<file path="config.mk">
export PLATFORM = sky130hd
export DESIGN_NAME = seven_segment_two_wire_writer
export DESIGN_NICKNAME = d
export VERILOG_FILES = /design/src/hdl/ssw_pkg.sv /design/src/hdl/ssw_cfg.sv /design/src/hdl/ssw_seq.sv /design/src/hdl/seven_segment_two_wire_writer.sv
export VERILOG_INCLUDE_DIRS = /design/src /design/src/hdl
export SDC_FILE = /design/constraint.sdc
export NUM_CORES = 1
export LEC_CHECK = 0
export BUFFER_PORTS_ARGS = -buffer_cell sky130_fd_sc_hd__buf_2
export CAP_MARGIN = 20
export CORE_UTILIZATION = 30
export CTS_CLUSTER_SIZE = 16
export DETAILED_ROUTE_END_ITERATION = 8
export GPL_ROUTABILITY_DRIVEN = 0
export HOLD_SLACK_MARGIN = 0.06
export PLACE_DENSITY_LB_ADDON = 0.2
export REMOVE_ABC_BUFFERS = 1
export SLEW_MARGIN = 30
export SYNTH_ARGS = -nofsm -noshare
export SYNTH_HDL_FRONTEND = slang
export SYNTH_SLANG_ARGS = --single-unit
export TNS_END_PERCENT = 50
</file>
<file path="constraint.sdc">
create_clock -name clk -period 3 [get_ports clk]
set_clock_uncertainty 0.05 [all_clocks]
set_input_delay 0.6 -clock clk [delete_from_list [all_inputs] [get_ports clk]]
set_output_delay 0.6 -clock clk [all_outputs]
set_load 0.02 [all_outputs]
</file>
<file path="src/hdl/seven_segment_two_wire_writer_assert.svh">
// Assertion macros for the seven-segment two-wire writer.
// Used by the top level; needs nothing else.
`ifndef SEVEN_SEGMENT_TWO_WIRE_WRITER_ASSERT_SVH
`define SEVEN_SEGMENT_TWO_WIRE_WRITER_ASSERT_SVH

// Property that is checked only outside reset.
`define SSW_ASSERT(lbl, clk, rst_n, prop, msg) \
  lbl: assert property (@(posedge clk) disable iff (!rst_n) (prop)) else $error(msg);

// Property that is checked at every edge, reset included.
`define SSW_ASSERT_ALWAYS(lbl, clk, prop, msg) \
  lbl: assert property (@(posedge clk) (prop)) else $error(msg);

`endif

</file>
<file path="src/hdl/ssw_pkg.sv">
// Shared types, constants and the segment table for the two-wire writer.
// No dependencies.
package ssw_pkg;

  localparam int DIGIT_COUNT  = 4;
  localparam int INPUT_DIGITS = 4;
  localparam int DIGIT_W      = 4;
  localparam int BYTE_W       = 8;
  localparam int SEG_IDX_W    = (DIGIT_COUNT > 1) ? $clog2(DIGIT_COUNT) : 1;

  // Bytes placed on the bus.
  localparam logic [BYTE_W-1:0] CMD_DATA  = 8'h40;
  localparam logic [BYTE_W-1:0] CMD_ADDR  = 8'hC0;
  localparam logic [BYTE_W-1:0] CTRL_BASE = 8'h80;

  // Frame codes of one update.
  localparam logic [1:0] FRAME_DATA = 2'd0;
  localparam logic [1:0] FRAME_ADDR = 2'd1;
  localparam logic [1:0] FRAME_CTRL = 2'd2;
  localparam logic [1:0] FRAME_END  = 2'd3;

  // Byte count of the address frame: the address byte and the digits.
  localparam logic [2:0] ADDR_FRAME_BYTES = 3'(1 + DIGIT_COUNT);
  localparam logic [2:0] ONE_BYTE         = 3'd1;
  localparam logic [3:0] BITS_PER_BYTE    = 4'd8;

  // Configuration register indexes and reset values.
  localparam logic REG_BRIGHTNESS = 1'b0;
  localparam logic REG_DISP_EN    = 1'b1;
  localparam logic [2:0] BRIGHT_RESET = 3'd7;
  localparam logic       DISP_EN_RESET = 1'b1;

  typedef struct packed {
    logic [2:0] brightness;
    logic       display_enable;
  } ssw_cfg_t;

  // One result beat, clock_line in the lowest bit.
  typedef struct packed {
    logic accepted;
    logic busy_res;
    logic data_line;
    logic clock_line;
  } ssw_result_t;

  // Decimal digit to segment pattern; values above nine are blank.
  function automatic logic [BYTE_W-1:0] seg_of(input logic [DIGIT_W-1:0] d);
    logic [BYTE_W-1:0] s;
    case (d)
      4'd0:    s = 8'h3F;
      4'd1:    s = 8'h06;
      4'd2:    s = 8'h5B;
      4'd3:    s = 8'h4F;
      4'd4:    s = 8'h66;
      4'd5:    s = 8'h6D;
      4'd6:    s = 8'h7D;
      4'd7:    s = 8'h07;
      4'd8:    s = 8'h7F;
      4'd9:    s = 8'h6F;
      default: s = 8'h00;
    endcase
    return s;
  endfunction

endpackage

</file>
<file path="src/hdl/ssw_cfg.sv">
// APB-style register file holding brightness and the display enable bit.
// Depends on ssw_pkg.
module ssw_cfg (
  input  logic              clk,
  input  logic              rst_n,
  input  logic              psel,
  input  logic              penable,
  input  logic              pwrite,
  input  logic [2:0]        paddr,
  input  logic [31:0]       pwdata,
  output logic [31:0]       prdata,
  output logic              pready,
  output ssw_pkg::ssw_cfg_t cfg
);
  import ssw_pkg::*;

  logic [2:0] brightness_r;
  logic       disp_en_r;
  logic       wr_en;
  logic       reg_idx;

  assign pready  = 1'b1;
  assign wr_en   = psel && penable && pwrite && pready;
  assign reg_idx = paddr[2];

  // Register writes.
  always_ff @(posedge clk) begin
    if (!rst_n) begin
      brightness_r <= BRIGHT_RESET;
      disp_en_r    <= DISP_EN_RESET;
    end else if (wr_en) begin
      unique case (reg_idx)
        REG_BRIGHTNESS: brightness_r <= pwdata[2:0];
        REG_DISP_EN:    disp_en_r    <= pwdata[0];
        default:        ;
      endcase
    end
  end

  // Read data.
  always_comb begin
    unique case (reg_idx)
      REG_BRIGHTNESS: prdata = {29'd0, brightness_r};
      REG_DISP_EN:    prdata = {31'd0, disp_en_r};
      default:        prdata = 32'd0;
    endcase
  end

  assign cfg.brightness     = brightness_r;
  assign cfg.display_enable = disp_en_r;

endmodule

</file>
<file path="src/hdl/ssw_seq.sv">
// Bus sequencer: frame, byte and bit counters, the shift register, the
// segment store and the held line levels. Depends on ssw_pkg.
module ssw_seq (
  input  logic                                      clk,
  input  logic                                      rst_n,
  input  logic                                      step,
  input  logic                                      op_request,
  input  logic [ssw_pkg::INPUT_DIGITS-1:0][ssw_pkg::DIGIT_W-1:0] digits,
  input  ssw_pkg::ssw_cfg_t                         cfg,
  output ssw_pkg::ssw_result_t                      result_nxt,
  output logic                                      busy
);
  import ssw_pkg::*;

  typedef enum logic [3:0] {
    ST_IDLE, ST_ARMED, ST_START_A, ST_START_B, ST_BIT_LOW, ST_BIT_HIGH,
    ST_ACK_LOW, ST_ACK_HIGH, ST_STOP_A, ST_STOP_B, ST_STOP_C
  } state_t;

  state_t             state_r, state_nxt;
  logic [1:0]         frame_r, frame_nxt;
  logic [2:0]         byte_r, byte_nxt;
  logic [3:0]         bit_r, bit_nxt;
  logic [BYTE_W-1:0]  shift_r, shift_nxt;
  logic               clk_lvl_r, clk_lvl_nxt;
  logic               dat_lvl_r, dat_lvl_nxt;
  logic               accepted;

  logic [BYTE_W-1:0]  store_r [DIGIT_COUNT];

  logic [2:0]         byte_inc;
  logic [2:0]         load_num;
  logic [2:0]         store_pos;
  logic [SEG_IDX_W-1:0] store_idx;
  logic [BYTE_W-1:0]  loaded;
  logic [2:0]         frame_bytes;
  logic [1:0]         frame_inc;
  logic [3:0]         bit_inc;
  logic [BYTE_W-1:0]  shift_dn;

  assign busy = (state_r != ST_IDLE);

  // Byte to load: the first of a frame at the start, else the next one.
  assign byte_inc  = byte_r + 3'd1;
  assign load_num  = (state_r == ST_START_B) ? 3'd0 : byte_inc;
  assign store_pos = load_num - 3'd1;
  assign store_idx = store_pos[SEG_IDX_W-1:0];

  always_comb begin
    case (frame_r)
      FRAME_DATA: loaded = CMD_DATA;
      FRAME_ADDR: begin
        if (load_num == 3'd0) begin
          loaded = CMD_ADDR;
        end else if (store_pos < 3'(DIGIT_COUNT)) begin
          loaded = store_r[store_idx];
        end else begin
          loaded = '0;
        end
      end
      FRAME_CTRL: loaded = CTRL_BASE | {4'd0, cfg.display_enable, cfg.brightness};
      default:    loaded = '0;
    endcase
  end

  assign frame_bytes = (frame_r == FRAME_ADDR) ? ADDR_FRAME_BYTES : ONE_BYTE;
  assign frame_inc   = frame_r + 2'd1;
  assign bit_inc     = bit_r + 4'd1;
  assign shift_dn    = shift_r >> 1;

  // Next state of the sequencer for one beat.
  always_comb begin
    state_nxt   = state_r;
    frame_nxt   = frame_r;
    byte_nxt    = byte_r;
    bit_nxt     = bit_r;
    shift_nxt   = shift_r;
    clk_lvl_nxt = clk_lvl_r;
    dat_lvl_nxt = dat_lvl_r;
    accepted    = 1'b0;
    if (op_request) begin
      if (state_r == ST_IDLE) begin
        frame_nxt = FRAME_DATA;
        byte_nxt  = 3'd0;
        bit_nxt   = 4'd0;
        state_nxt = ST_ARMED;
        accepted  = 1'b1;
      end
    end else begin
      unique case (state_r)
        ST_IDLE: ;
        ST_ARMED: begin
          state_nxt = ST_START_A; clk_lvl_nxt = 1'b1; dat_lvl_nxt = 1'b1;
        end
        ST_START_A: begin
          state_nxt = ST_START_B; clk_lvl_nxt = 1'b1; dat_lvl_nxt = 1'b0;
        end
        ST_START_B: begin
          byte_nxt    = 3'd0;
          bit_nxt     = 4'd0;
          shift_nxt   = loaded;
          state_nxt   = ST_BIT_LOW;
          clk_lvl_nxt = 1'b0;
          dat_lvl_nxt = loaded[0];
        end
        ST_BIT_LOW: begin
          state_nxt = ST_BIT_HIGH; clk_lvl_nxt = 1'b1;
        end
        ST_BIT_HIGH: begin
          shift_nxt   = shift_dn;
          bit_nxt     = bit_inc;
          clk_lvl_nxt = 1'b0;
          if (bit_inc >= BITS_PER_BYTE) begin
            state_nxt   = ST_ACK_LOW;
            dat_lvl_nxt = 1'b1;
          end else begin
            state_nxt   = ST_BIT_LOW;
            dat_lvl_nxt = shift_dn[0];
          end
        end
        ST_ACK_LOW: begin
          state_nxt = ST_ACK_HIGH; clk_lvl_nxt = 1'b1; dat_lvl_nxt = 1'b1;
        end
        ST_ACK_HIGH: begin
          byte_nxt    = byte_inc;
          clk_lvl_nxt = 1'b0;
          if (byte_inc != 3'd0 && byte_inc < frame_bytes) begin
            bit_nxt     = 4'd0;
            shift_nxt   = loaded;
            state_nxt   = ST_BIT_LOW;
            dat_lvl_nxt = loaded[0];
          end else begin
            state_nxt = ST_STOP_A;
          end
        end
        ST_STOP_A: begin
          state_nxt = ST_STOP_B; clk_lvl_nxt = 1'b0; dat_lvl_nxt = 1'b0;
        end
        ST_STOP_B: begin
          state_nxt = ST_STOP_C; clk_lvl_nxt = 1'b1; dat_lvl_nxt = 1'b0;
        end
        ST_STOP_C: begin
          clk_lvl_nxt = 1'b1;
          dat_lvl_nxt = 1'b1;
          if (frame_inc == FRAME_END || frame_inc == FRAME_DATA) begin
            frame_nxt = FRAME_DATA;
            state_nxt = ST_IDLE;
          end else begin
            frame_nxt = frame_inc;
            state_nxt = ST_START_A;
          end
        end
        default: state_nxt = ST_IDLE;
      endcase
    end
  end

  // Result of this beat, taken from the updated levels.
  assign result_nxt.accepted   = accepted;
  assign result_nxt.busy_res   = (state_nxt != ST_IDLE);
  assign result_nxt.data_line  = dat_lvl_nxt;
  assign result_nxt.clock_line = clk_lvl_nxt;

  // State, counters and held levels.
  always_ff @(posedge clk) begin
    if (!rst_n) begin
      state_r   <= ST_IDLE;
      frame_r   <= FRAME_DATA;
      byte_r    <= 3'd0;
      bit_r     <= 4'd0;
      shift_r   <= '0;
      clk_lvl_r <= 1'b0;
      dat_lvl_r <= 1'b0;
    end else if (step) begin
      state_r   <= state_nxt;
      frame_r   <= frame_nxt;
      byte_r    <= byte_nxt;
      bit_r     <= bit_nxt;
      shift_r   <= shift_nxt;
      clk_lvl_r <= clk_lvl_nxt;
      dat_lvl_r <= dat_lvl_nxt;
    end
  end

  // Segment store, written by an accepted request; positions without a
  // digit input are blank.
  always_ff @(posedge clk) begin
    if (step && accepted) begin
      for (int k = 0; k < DIGIT_COUNT; k++) begin
        if (k < INPUT_DIGITS) begin
          store_r[k] <= seg_of(digits[k % INPUT_DIGITS]);
        end else begin
          store_r[k] <= '0;
        end
      end
    end
  end

endmodule

</file>
<file path="src/hdl/seven_segment_two_wire_writer.sv">
// Top level of the seven-segment two-wire writer: register file, sequencer
// and the result register. Depends on ssw_pkg, ssw_cfg, ssw_seq and the
// assertion header.
//
//   channel   direction  beat contents
//   in_       slave      tuser: operation; tdata: four digits
//   out_      master     tdata: clock, data, busy, accepted
//   cfg_      APB        brightness at 0x0, display enable at 0x4
//
// A new beat is taken in each cycle while the output register is empty or being read.
// The sequencer updates at the input beat and its result lands in the
// output register on the same edge.
// The input is taken while the output register is empty or being read.
// Reset clears the sequencer, the levels and the output valid flag, and loads
// the register reset values; the segment store is written by the first request.
module seven_segment_two_wire_writer (
  input  logic        clk,
  input  logic        rst_n,
  input  logic        in_tvalid,
  output logic        in_tready,
  input  logic [15:0] in_tdata,   // digit_first, digit_second, digit_third, digit_fourth
  input  logic [0:0]  in_tuser,   // operation
  output logic        out_tvalid,
  input  logic        out_tready,
  output logic [7:0]  out_tdata,  // clock_line, data_line, busy_res, accepted, zero pad
  input  logic        cfg_psel,
  input  logic        cfg_penable,
  input  logic        cfg_pwrite,
  input  logic [2:0]  cfg_paddr,
  input  logic [31:0] cfg_pwdata,
  output logic [31:0] cfg_prdata,
  output logic        cfg_pready
);
  import ssw_pkg::*;

  `include "seven_segment_two_wire_writer_assert.svh"

  ssw_cfg_t    cfg;
  ssw_result_t result_nxt;
  ssw_result_t out_data_r;
  logic        out_valid_r;
  logic        in_fire;
  logic        busy;
  logic [INPUT_DIGITS-1:0][DIGIT_W-1:0] digits;

  assign in_tready = !out_valid_r || out_tready;
  assign in_fire   = in_tvalid && in_tready;
  assign digits    = in_tdata[INPUT_DIGITS*DIGIT_W-1:0];

  ssw_cfg u_cfg (
    .clk     (clk),
    .rst_n   (rst_n),
    .psel    (cfg_psel),
    .penable (cfg_penable),
    .pwrite  (cfg_pwrite),
    .paddr   (cfg_paddr),
    .pwdata  (cfg_pwdata),
    .prdata  (cfg_prdata),
    .pready  (cfg_pready),
    .cfg     (cfg)
  );

  ssw_seq u_seq (
    .clk        (clk),
    .rst_n      (rst_n),
    .step       (in_fire),
    .op_request (in_tuser[0]),
    .digits     (digits),
    .cfg        (cfg),
    .result_nxt (result_nxt),
    .busy       (busy)
  );

  // Result register.
  always_ff @(posedge clk) begin
    if (!rst_n) begin
      out_valid_r <= 1'b0;
    end else if (in_fire) begin
      out_valid_r <= 1'b1;
    end else if (out_tready) begin
      out_valid_r <= 1'b0;
    end
  end

  always_ff @(posedge clk) begin
    if (in_fire) begin
      out_data_r <= result_nxt;
    end
  end

  assign out_tvalid = out_valid_r;
  assign out_tdata  = {4'd0, out_data_r};

  // A request taken while idle reports itself as accepted.
  `SSW_ASSERT(a_req_accepted, clk, rst_n, (in_fire && in_tuser[0] && !busy) |=> (out_valid_r && out_data_r.accepted && out_data_r.busy_res), "idle request not accepted")
  // A tick never reports an accepted request.
  `SSW_ASSERT(a_tick_not_accepted, clk, rst_n, (in_fire && !in_tuser[0]) |=> !out_data_r.accepted, "tick reported as accepted")
  // A waiting result is never overwritten by a new input beat.
  `SSW_ASSERT_ALWAYS(a_no_overwrite, clk, (out_valid_r && !out_tready) |-> !in_tready, "input taken over a stalled result")

endmodule

</file>
# Word level (Yosys, flattened, before mapping)
# Memory sizes are Yosys's and may differ from the RTL's.
# Index checks and enable logic that the tools add are counted.
word_totals:
  ff_bits: 32
  ram_bits: 32
  rom_bits: 448
  input_bits: 59
  output_inout_bits: 43
  memories: 5
classes:
  n_addsub: 4
  magnitude_cmp: 3
  n_eq_ne: 16
  n_mux: 41
  n_bitwise: 2
  n_reduce_logical: 29
mem_list:
  columns: ["memory", "words", "word_bits", "rd", "rd_ports_with_merged_regs", "wr", "line", "rtl"]
  rows:
  - ["(no name shown)", 16, 7, 1, 0, 0, "ssw_pkg.sv:49", "case (d)"]
  - ["(no name shown)", 16, 7, 1, 0, 0, "ssw_pkg.sv:49", null]
  - ["(no name shown)", 16, 7, 1, 0, 0, "ssw_pkg.sv:49", null]
  - ["(no name shown)", 16, 7, 1, 0, 0, "ssw_pkg.sv:49", null]
  - ["u_seq.store_r", 4, 8, 1, 0, 4, "ssw_seq.sv:29", "logic [BYTE_W-1:0] store_r [DIGIT_COUNT];"]
op_table:
  columns: ["operator", "n"]
  rows:
  - ["32-bit case mux with 2 select lines", 1]
  - ["8-bit two-way mux", 7]
  - ["8-bit case mux with 3 select lines", 2]
  - ["4-bit case mux with 11 select lines", 1]
  - ["4-bit two-way mux", 6]
  - ["4-bit by 3-bit == test with 1-bit output (second input constant)", 4]
  - ["4-bit == test (second input constant)", 3]
  - ["2-bit two-way mux", 6]
  - ["3-bit two-way mux", 4]
  - ["4-bit case mux with 3 select lines", 1]
  - ["1-bit two-way mux", 10]
  - ["3-bit nonzero test", 3]
  - ["4-bit by 2-bit == test with 1-bit output (second input constant)", 2]
  - ["4-bit AND reduction", 2]
  - ["4-bit nonzero test", 2]
  - ["3-bit case mux with 2 select lines", 1]
  - ["3-bit AND reduction", 2]
  - ["3-bit OR reduction", 2]
  - ["6-bit OR reduction", 1]
  - ["1-bit logical AND", 5]
  - ["1-bit case mux with 5 select lines", 1]
  - ["4-bit by 1-bit adder with 4-bit output (second input constant)", 1]
  - ["2-bit == test (second input constant)", 2]
  - ["4-bit by 1-bit == test with 1-bit output (second input constant)", 1]
  - ["other kinds (19)", 25]

# Depth between registers and ports, before layout
# Gate-level depths: netlist (run 1).
logic_depth:
  depth_word: 10
  depth_mapped: 11

# Modules after synthesis
# Synthesis (run 1) repeated with hierarchy kept, for this count alone.
unflattened:
  cells_unflattened: 427
  area_unflattened_um2: 4112.7
by_module_without_submodules:
  columns: ["mod", "n_inst", "cells_each", "area_each_um2", "seq_area_each_um2"]
  rows:
  - ["ssw_seq", 1, 359, 3447.1, 1281.2]
  - ["ssw_cfg", 1, 54, 454.2, 80.1]
  - ["seven_segment_two_wire_writer", 1, 14, 211.5, 140.1]

# Worst setup path before layout (run 1)
# Ideal clock, no wire load.
synth_path:
  path_kind: "register to register"
  from: "reg u_seq.state_r[3]"
  to: "reg out_data_r (netlist bit out_tdata[1]) (data pin)"
  setup_time_ns: 0.258
  t_arrival_ns: 2.303
  required_ns: 2.692
  slack_ns: 0.389
  path_stages_with_launch: 12
  n_path_buf: 3
  synth_period_minus_slack_ns: 2.611
  path_cell_list: "dfxtp_1 > buf_2 > buf_1 > or3_1 > nand2_1 > ha_1 > clkbuf_1 > mux2i_1 > nor2_1 > a221o_1 > a31oi_1 > nand2_1"
synth_lines:
  columns: ["element", "line", "rtl"]
  rows:
  - ["start, declared", "ssw_seq.sv:20", "state_t state_r, state_nxt;"]
  - ["start signal, assigned", "ssw_seq.sv:175", "state_r <= state_nxt;"]
  - ["end signal, assigned", "seven_segment_two_wire_writer.sv:87", "out_data_r <= result_nxt;"]
  - ["end, declared", "seven_segment_two_wire_writer.sv:40", "ssw_result_t out_data_r;"]

==> flow_summary.toml, run 1 <==
[finish]
register_area_mm2 = 0.00150
fin_nets = 546
diodes = 0
final_cell_mix = "ha_1, buf_2, conb_1"
utilization = 0.356
area_growth_pct = 13.8
finalNonFillerCells = 628
multi_input_area_mm2 = 0.00218
drive_gt1_frac = 0.162
fillers = 1312

[logic_synthesis]
syn_area_mm2 = 0.00403
synthArstFlopShare = 0
synth-edff-count = 32
synth_cell_types = 59
synth_warnings = 0
syn_avg_cell_area_um2 = 9.66
syn_inst = 417
synth.top_cells.by_area = "edfxtp_1, dfxtp_1, ha_1"
synth-main-ff-cell = "edfxtp_1"
synth.largest_area_cell = "edfxtp_1"
synth_top_area_frac = 0.238
synth-seq-cells = 59
seq_area_frac_synth = 0.373

[critical_path]
path_class = "reg2reg"
cp_max_fo = 8
r2r-start = "u_seq.state_r[2]$_SDFFE_PN0P_"
critPathCaptureType = "flop"
crit_required_ns = 3.02
cpPeakStageDelay_ns = 0.49
critPathLaunchType = "flop"
startpoint = "u_seq.state_r[2]$_SDFFE_PN0P_"
r2r_end = "out_tdata[1]$_DFFE_PP_"
r2r_cells = 9
r2r_slack_ns = 0.22
worstPathArrival_ns = 2.81
cp_slowest_cell = "ha_1"
crit_chain = "and4bb_4 -> nor2_8 -> inv_1 -> ha_1 -> mux2i_1 -> nor2_1 -> a221o_1 -> a31oi_1 -> nand2_1"

[power_and_ir_drop]
power.total_uw = 2290
power_density_mw_per_mm2 = 500
ir_drop_mv = 0.296
p_leak_uw = 0.00190

[route]
vias = 2958
drt_wl_total_um = 8310
wl_per_cell_um = 13.2
ant_nets = 0
drc_errors = 0
viasPerCell = 4.71
drt_iter0_drc = 150
first_pass_iters = 5

[timing]
hold_violations = 0
min_period_over_period = 0.928
max_freq_mhz = 359
tns_ns = 0
drv_slew = 0
min_period_ns = 2.78
setup_viol = 0
rsz0062_at_grt = "no"
whs_ns = 0.430
max-slew-margin-rel = 0.540
max_slew.worst_pin.slew_ns = 0.689

[floorplan]
floorplan.initialDensity = 0.313
fp.dieW_um = 118
die_h_um = 118
rows = 41
core_mm2 = 0.0129
die_area_mm2 = 0.0139
io_pins = 102

[clock_network]
post_cts_buffers = 0
cts_root_buf = "clkbuf_16"
clk-insertion-delay-late_ns = 0.33
cts_resized = 0
cts_buffer_depth = 2
cts_hold_buffers = 0
cts.sinks = 59
clkTransAtPathRegs_ns = 0.05
cts_buffers = 9
cts_tree = "yes"
h-tree-depth = 3

[min_path]
min_path_cells = 3
hold_path_end = "u_cfg.brightness_r[1]$_SDFFE_PN1P_"
worstHoldStart = "cfg_pwdata[1]"
min-delay-path-class = "in2reg"

[job]
drv_cap = 0

[placed_design]
dp_hpwl_um = 6190
port_buffers = 36
post-place-cells = 612

[grt]
grt_pass1_wl_um = 13800
antenna_found_initial = 0
grt_use_total = 0.124
grt-ovfl-total = 0
grt_pass1_vias = 2835
grt_max_degree = 29

[run_status]
status = "complete, no violations"
-- registers in the layout (all words and copies together) (netlist names) --
name                flops
u_seq.clk_lvl_r         1
u_seq.frame_r           2
u_seq.state_r           4
out_tvalid              1
u_seq.store_r          28
u_seq.byte_r            3
u_seq.bit_r             4
u_seq.dat_lvl_r         1
u_cfg.brightness_r      3
out_tdata               4
u_cfg.disp_en_r         1
u_seq.shift_r           7
-- logic make-up (layout without fill, tap and decap cells) --
group           after synthesis  count (layout)  share of synthesized area
simple gates                105             105                      0.151
fa+ha+maj                    36              36                      0.112
mux                          13              13                     0.0540
flops                        59              59                      0.373
buf+inv                      86              93                      0.117
compound gates              107             107                      0.173
other cells                   2              34                    0.00186
xor+xnor                      9               9                     0.0196
-- how the worst max path moves through the flow --
stage                                   to
floorplan           out_tdata[1]$_DFFE_PP_
global placement    out_tdata[1]$_DFFE_PP_
detailed placement  out_tdata[1]$_DFFE_PP_
CTS                 out_tdata[1]$_DFFE_PP_
global route        out_tdata[1]$_DFFE_PP_
finish              out_tdata[1]$_DFFE_PP_
-- power by group --
| part | internal [uW] | total [uW] | switching (uW) |
|---|---|---|---|
| sequential | 894 | 907 | 13.5 |
| combinational | 101 | 291 | 190 |
| clock | 723 | 1100 | 373 |
| total | 1720 | 2290 | 576 |
-- per-stage QoR --
step / cell area [um^2] / setup WS, ns
2_1_floorplan: 3800 / 0.349
3_3_place_gp: 4270 / 0.275
3_5_place_dp: 4270 / 0.272
4_1_cts: 4580 / 0.219
5_1_grt: 4580 / 0.0483
6_report: 4580 / 0.217
-- worst max-delay path: cells and delay by family (launching register included) --
kind / cells / cell delay [ns]
buf+inv: 1 / 0.09
compound gates: 2 / 0.62
fa+ha+maj: 1 / 0.49
flops: 1 / 0.45
mux: 1 / 0.24
simple gates: 4 / 0.58
-- area by class of cell --
class	instances	share of cell area
multi-input combinational	304	0.475
tap	172	0.0469
sequential	59	0.328
clock inverter	7	0.0202
timing repair buffer	46	0.0557
clock buffer	9	0.0491
inverter	31	0.0254
-- layer usage --
metal	up-vias	GRT usage	share of wire
li1	1500	-	-
met1	1391	0.152	0.47
met2	58	0.209	0.49
met3	9	0.0325	0.030
met4	0	0.0409	0.014
met5	-	0	0
-- cell usage after synthesis (4+ instances only) --
cell type	n
buf_4	36
ha_1	36
edfxtp_1	32
inv_1	31
dfxtp_1	27
nand2_1	25
o21ai_0	25
a21oi_1	21
o22ai_1	18
nor2_1	16
clkbuf_1	13
nand2b_1	11
nor2b_1	10
nor3_1	8
a211oi_1	7
a22oi_1	6
mux2i_1	6
xnor2_1	6
a21o_1	5
o21a_1	5
a221oi_1	4
buf_2	4
nand3_1	4
nand4_1	4
or3_1	4
(Power assumes the default switching activity.)
==> inputs of run 2 (changes only) <==
Settings changed: CAP_MARGIN 20 to 40, CELL_PAD_IN_SITES_DETAIL_PLACEMENT set to 0, CELL_PAD_IN_SITES_GLOBAL_PLACEMENT set to 1.
==> flow_summary.toml, run 2 (synthesis gave the netlist of run 1 again) <==
[run_status]
status = "complete, no violations"

[finish]
max_flop_register = "u_seq.store_r"
register_area_mm2 = 0.00150
largest_register_ffs = 28
top_regs = "u_seq.store_r (28), u_seq.shift_r (7)"
diodes = 0
finalNonFillerCells = 631
drive_gt1_frac = 0.172
fillers = 1327
fin_nets = 549
area_growth_pct = 13.3
multi_input_area_mm2 = 0.00218
final_cell_mix = "ha_1, buf_2, conb_1"

[timing]
setup_viol = 0
rsz0062_at_grt = "no"
whs_ns = 0.428
min_period_ns = 2.52
hold_violations = 0
max_freq_mhz = 396
worst_slack_ns = 0.476
min_period_over_period = 0.841
max_slew.worst_pin.slew_ns = 0.677
drv_slew = 0
max-slew-margin-rel = 0.548
tns_ns = 0

[placed_design]
port_buffers = 36
post-place-ws_ns = 0.449
dp_hpwl_um = 6280
post-place-cells = 615

[critical_path]
r2r_slack_ns = 0.48
crit_required_ns = 3.02
worstPathArrival_ns = 2.54
r2r-start = "u_seq.byte_r[0]$_SDFFE_PN0P_"
critPathLaunchType = "flop"
cp_slowest_cell = "a221o_1"
crit_chain = "buf_4 -> ha_1 -> nand2_1 -> ha_1 -> ha_1 -> nand3b_1 -> nor2_1 -> a221o_1 -> a31oi_1 -> nand2_1"
path_class = "reg2reg"
critPathCaptureType = "flop"
r2r_cells = 10
cpPeakStageDelay_ns = 0.32
cp_max_fo = 6
cpMostUsedCell = "ha_1"
r2r_end = "out_tdata[1]$_DFFE_PP_"

[power_and_ir_drop]
ir_drop_mv = 0.246
power_density_mw_per_mm2 = 470
power.total_uw = 2150
p_leak_uw = 0.00190

[clock_network]
cts_buffer_depth = 2
h-tree-depth = 3
clk-insertion-delay-late_ns = 0.33
cts_buffers = 9
cts_root_buf = "clkbuf_16"
post_cts_buffers = 0
cts_hold_buffers = 0
cts_tree = "yes"
cts_resized = 0
cts.sinks = 59
clkTransAtPathRegs_ns = 0.06

[min_path]
worstHoldStart = "u_seq.bit_r[1]$_SDFFE_PN0P_"
min-delay-path-class = "reg2reg"
hold_path_end = "u_seq.bit_r[1]$_SDFFE_PN0P_"
min_path_cells = 2

[grt]
grt_pass1_wl_um = 13800
antenna_found_initial = 0
grt_pass1_vias = 2794
grt_use_total = 0.125
grt-ovfl-total = 0
grt_max_degree = 29

[route]
drt_iter0_drc = 143
first_pass_iters = 4
vias = 2935
wl_per_cell_um = 13.2
drt_wl_total_um = 8330
viasPerCell = 4.65
ant_nets = 0
drc_errors = 0

[floorplan]
floorplan.initialDensity = 0.313
fp.dieW_um = 118
core_mm2 = 0.0129
die_h_um = 118
rows = 41
io_pins = 102
die_area_mm2 = 0.0139

[job]
drv_cap = 0
==> run 2: changes by cell type in the layout (fill, tap and decap cells not counted), sizes merged <==
cell	previous run	this run
bufinv	2	0
buf	46	49
inv	31	33
==> run 2: metal layers <==
layer	vias to the layer above	global-route usage	wire, um
met5	-	0	0
met4	0	0.0537	161
met3	12	0.0271	334
li1	1512	-	-
met2	69	0.200	3850
met1	1342	0.161	3990
==> run 2: worst max path at each step <==
stage / from / end / slack (ns)
final: u_seq.byte_r[0]$_SDFFE_PN0P_ / out_tdata[1]$_DFFE_PP_ / 0.48
after global routing: u_seq.frame_r[1]$_SDFFE_PN0P_ / u_seq.bit_r[0]$_SDFFE_PN0P_ / 0.24
after CTS: u_seq.byte_r[0]$_SDFFE_PN0P_ / u_seq.shift_r[5]$_SDFFE_PN0P_ / 0.45
after detailed placement: u_seq.byte_r[0]$_SDFFE_PN0P_ / u_seq.shift_r[6]$_SDFFE_PN0P_ / 0.45
after global placement: u_seq.byte_r[1]$_SDFFE_PN0P_ / u_seq.shift_r[6]$_SDFFE_PN0P_ / 0.45
after floorplan: u_seq.state_r[3]$_SDFFE_PN0P_ / out_tdata[1]$_DFFE_PP_ / 0.35
==> run 2: stage by stage <==
stage	utilization	area [um^2]
finish	0.355	4570
global route	0.355	4570
CTS	0.355	4570
detailed placement	0.333	4290
global placement	0.333	4290
floorplan	-	3800
==> run 2: final cells by class <==
cell class	count	area share
repair buffers	49	0.0608
multi-input cells	304	0.477
flip-flops and latches	59	0.329
clock buffers	9	0.0493
inverters	31	0.0255
clock inverters	7	0.0115
well taps	172	0.0471
==> run 2: worst max-delay path, delay by kind of cell, from the launching register on <==
| family | cells | cell delay [ns] |
|---|---|---|
| AOI/OAI and AO/OA | 2 | 0.61 |
| adders and majority gates | 3 | 0.79 |
| buffers and inverters | 1 | 0.17 |
| DFF | 1 | 0.31 |
| and+or+nand+nor | 4 | 0.36 |
==> run 2: power breakdown <==
part | switching, uW | leakage (uW) | internal, uW
Sequential | 14.0 | 0.000519 | 893
Combinational | 188 | 0.00124 | 102
Clock | 386 | 0.000136 | 563
Total | 589 | 0.00190 | 1560
==> inputs of run 3 (changes only) <==
Clock period 3 ns to 2.1 ns, I/O delays scaled along.
==> flow_summary.toml, run 3 (synthesis gave the netlist of run 1 again) <==
[run_status]
status = "finished with violations"
violations = "negative setup slack"

[finish]
max_flop_register = "u_seq.store_r"
mostFrequentLayoutCell = "buf_4"
multi_input_area_mm2 = 0.00241
finalNonFillerCells = 672
fin_nets = 590
top_regs = "u_seq.store_r (28), u_seq.shift_r (7)"
drive_gt1_frac = 0.320
fillers = 1285
final_cell_mix = "buf_4, buf_2, conb_1"
register_area_mm2 = 0.00151
area_growth_pct = 28.7
largest_register_ffs = 28
diodes = 0

[timing]
min_period_over_period = 1.09
drv_slew = 0
max_freq_mhz = 437
hold_violations = 0
setup_viol = 11
min_period_ns = 2.29
tns_ns = -1.01
rsz0062_at_grt = "yes"
max-slew-margin-rel = 0.650
whs_ns = 0.255
worst_slack_ns = -0.188
max_slew.worst_pin.slew_ns = 0.518

[floorplan]
die_area_mm2 = 0.0139
io_pins = 102
fp.dieW_um = 118
floorplan.initialDensity = 0.313
rows = 41
die_h_um = 118
core_mm2 = 0.0129

[placed_design]
port_buffers = 36
dp_hpwl_um = 6660
post-place-cells = 642
post-place-ws_ns = -0.390

[grt]
grt_use_total = 0.134
grt-ovfl-total = 0
grt_max_degree = 29
grt_pass1_vias = 3067
antenna_found_initial = 0
grt_pass1_wl_um = 14900

[job]
drv_cap = 0

[route]
drc_errors = 0
vias = 3139
ant_nets = 0
first_pass_iters = 4
viasPerCell = 4.67
drt_iter0_drc = 112
drt_wl_total_um = 9120
wl_per_cell_um = 13.6

[critical_path]
cp_max_fo = 4
r2r_slack_ns = -0.19
r2r-start = "u_seq.state_r[1]$_SDFFE_PN0P_"
crit_required_ns = 2.13
path_class = "reg2reg"
critPathLaunchType = "flop"
worstPathArrival_ns = 2.32
r2r_cells = 10
critPathCaptureType = "flop"
r2r_end = "out_tdata[1]$_DFFE_PP_"

[power_and_ir_drop]
p_leak_uw = 0.00216
power_density_mw_per_mm2 = 636
ir_drop_mv = 0.403
power.total_uw = 3300

[min_path]
min-delay-path-class = "in2reg"
hold_path_end = "u_cfg.brightness_r[1]$_SDFFE_PN1P_"
min_path_cells = 3
worstHoldStart = "cfg_pwdata[1]"

[clock_network]
cts_buffers = 9
clk-insertion-delay-late_ns = 0.33
clkTransAtPathRegs_ns = 0.06
cts_buffer_depth = 2
cts_root_buf = "clkbuf_16"
cts_tree = "yes"
h-tree-depth = 3
cts.sinks = 59
-- run 3: layout make-up --
class | instances | share of cell area
Timing Repair Buffer | 90 | 0.120
Clock buffer | 9 | 0.0434
Sequential cell | 59 | 0.292
Tap cell | 172 | 0.0415
Multi-Input combinational cell | 304 | 0.465
Clock inverter | 7 | 0.0157
Inverter | 31 | 0.0229
-- run 3: where the power goes --
| group | internal, uW | switching, uW | leakage, uW | total (uW) |
|---|---|---|---|---|
| Combinational | 192 | 295 | 0.00149 | 487 |
| Clock | 936 | 582 | 0.000147 | 1520 |
| Sequential | 1270 | 19.1 | 0.000523 | 1290 |
| Total | 2400 | 896 | 0.00216 | 3300 |
-- run 3: what timing repair did --
item	4_1_cts	5_1_grt
pin swaps	22	18
hold buffers	0	0
endpoints found under the setup margin	14	42
gates resized for setup	44	16
setup buffers	9	7
-- run 3: stage by stage --
stage / util / instance area, um^2
floorplan: - / 3800
global placement: 0.350 / 4500
detailed placement: 0.350 / 4500
CTS: 0.393 / 5060
global route: 0.403 / 5190
finish: 0.403 / 5190
-- run 3: worst max-delay path: stages, from the launching register on --
cell,delay [ns]
dfxtp_4,0.36
nand2_2,0.06
or3_4,0.36
nand2_4,0.09
ha_4,0.14
ha_4,0.20
nand3b_1,0.14
nor2_1,0.08
a221o_1,0.32
a31oi_2,0.17
nand2_1,0.07
-- run 3: how the worst max path moves through the flow --
stage | from | endpoint | slack (ns)
after floorplan | u_seq.state_r[3]$_SDFFE_PN0P_ | out_tdata[1]$_DFFE_PP_ | -0.55
after global placement | u_seq.state_r[3]$_SDFFE_PN0P_ | out_tdata[1]$_DFFE_PP_ | -0.38
after detailed placement | u_seq.state_r[3]$_SDFFE_PN0P_ | u_seq.dat_lvl_r$_SDFFE_PN0P_ | -0.39
after CTS | u_seq.state_r[2]$_SDFFE_PN0P_ | u_seq.dat_lvl_r$_SDFFE_PN0P_ | -0.19
after global routing | u_seq.state_r[1]$_SDFFE_PN0P_ | out_tdata[1]$_DFFE_PP_ | -0.28
final | u_seq.state_r[1]$_SDFFE_PN0P_ | out_tdata[1]$_DFFE_PP_ | -0.19
-- run 3: metal layers --
metal,share of wire,vias to the layer above,track usage
li1,-,1590,-
met1,0.46,1469,0.168
met2,0.49,67,0.227
met4,0.015,0,0.0505
met5,0,-,0
met3,0.032,13,0.0271
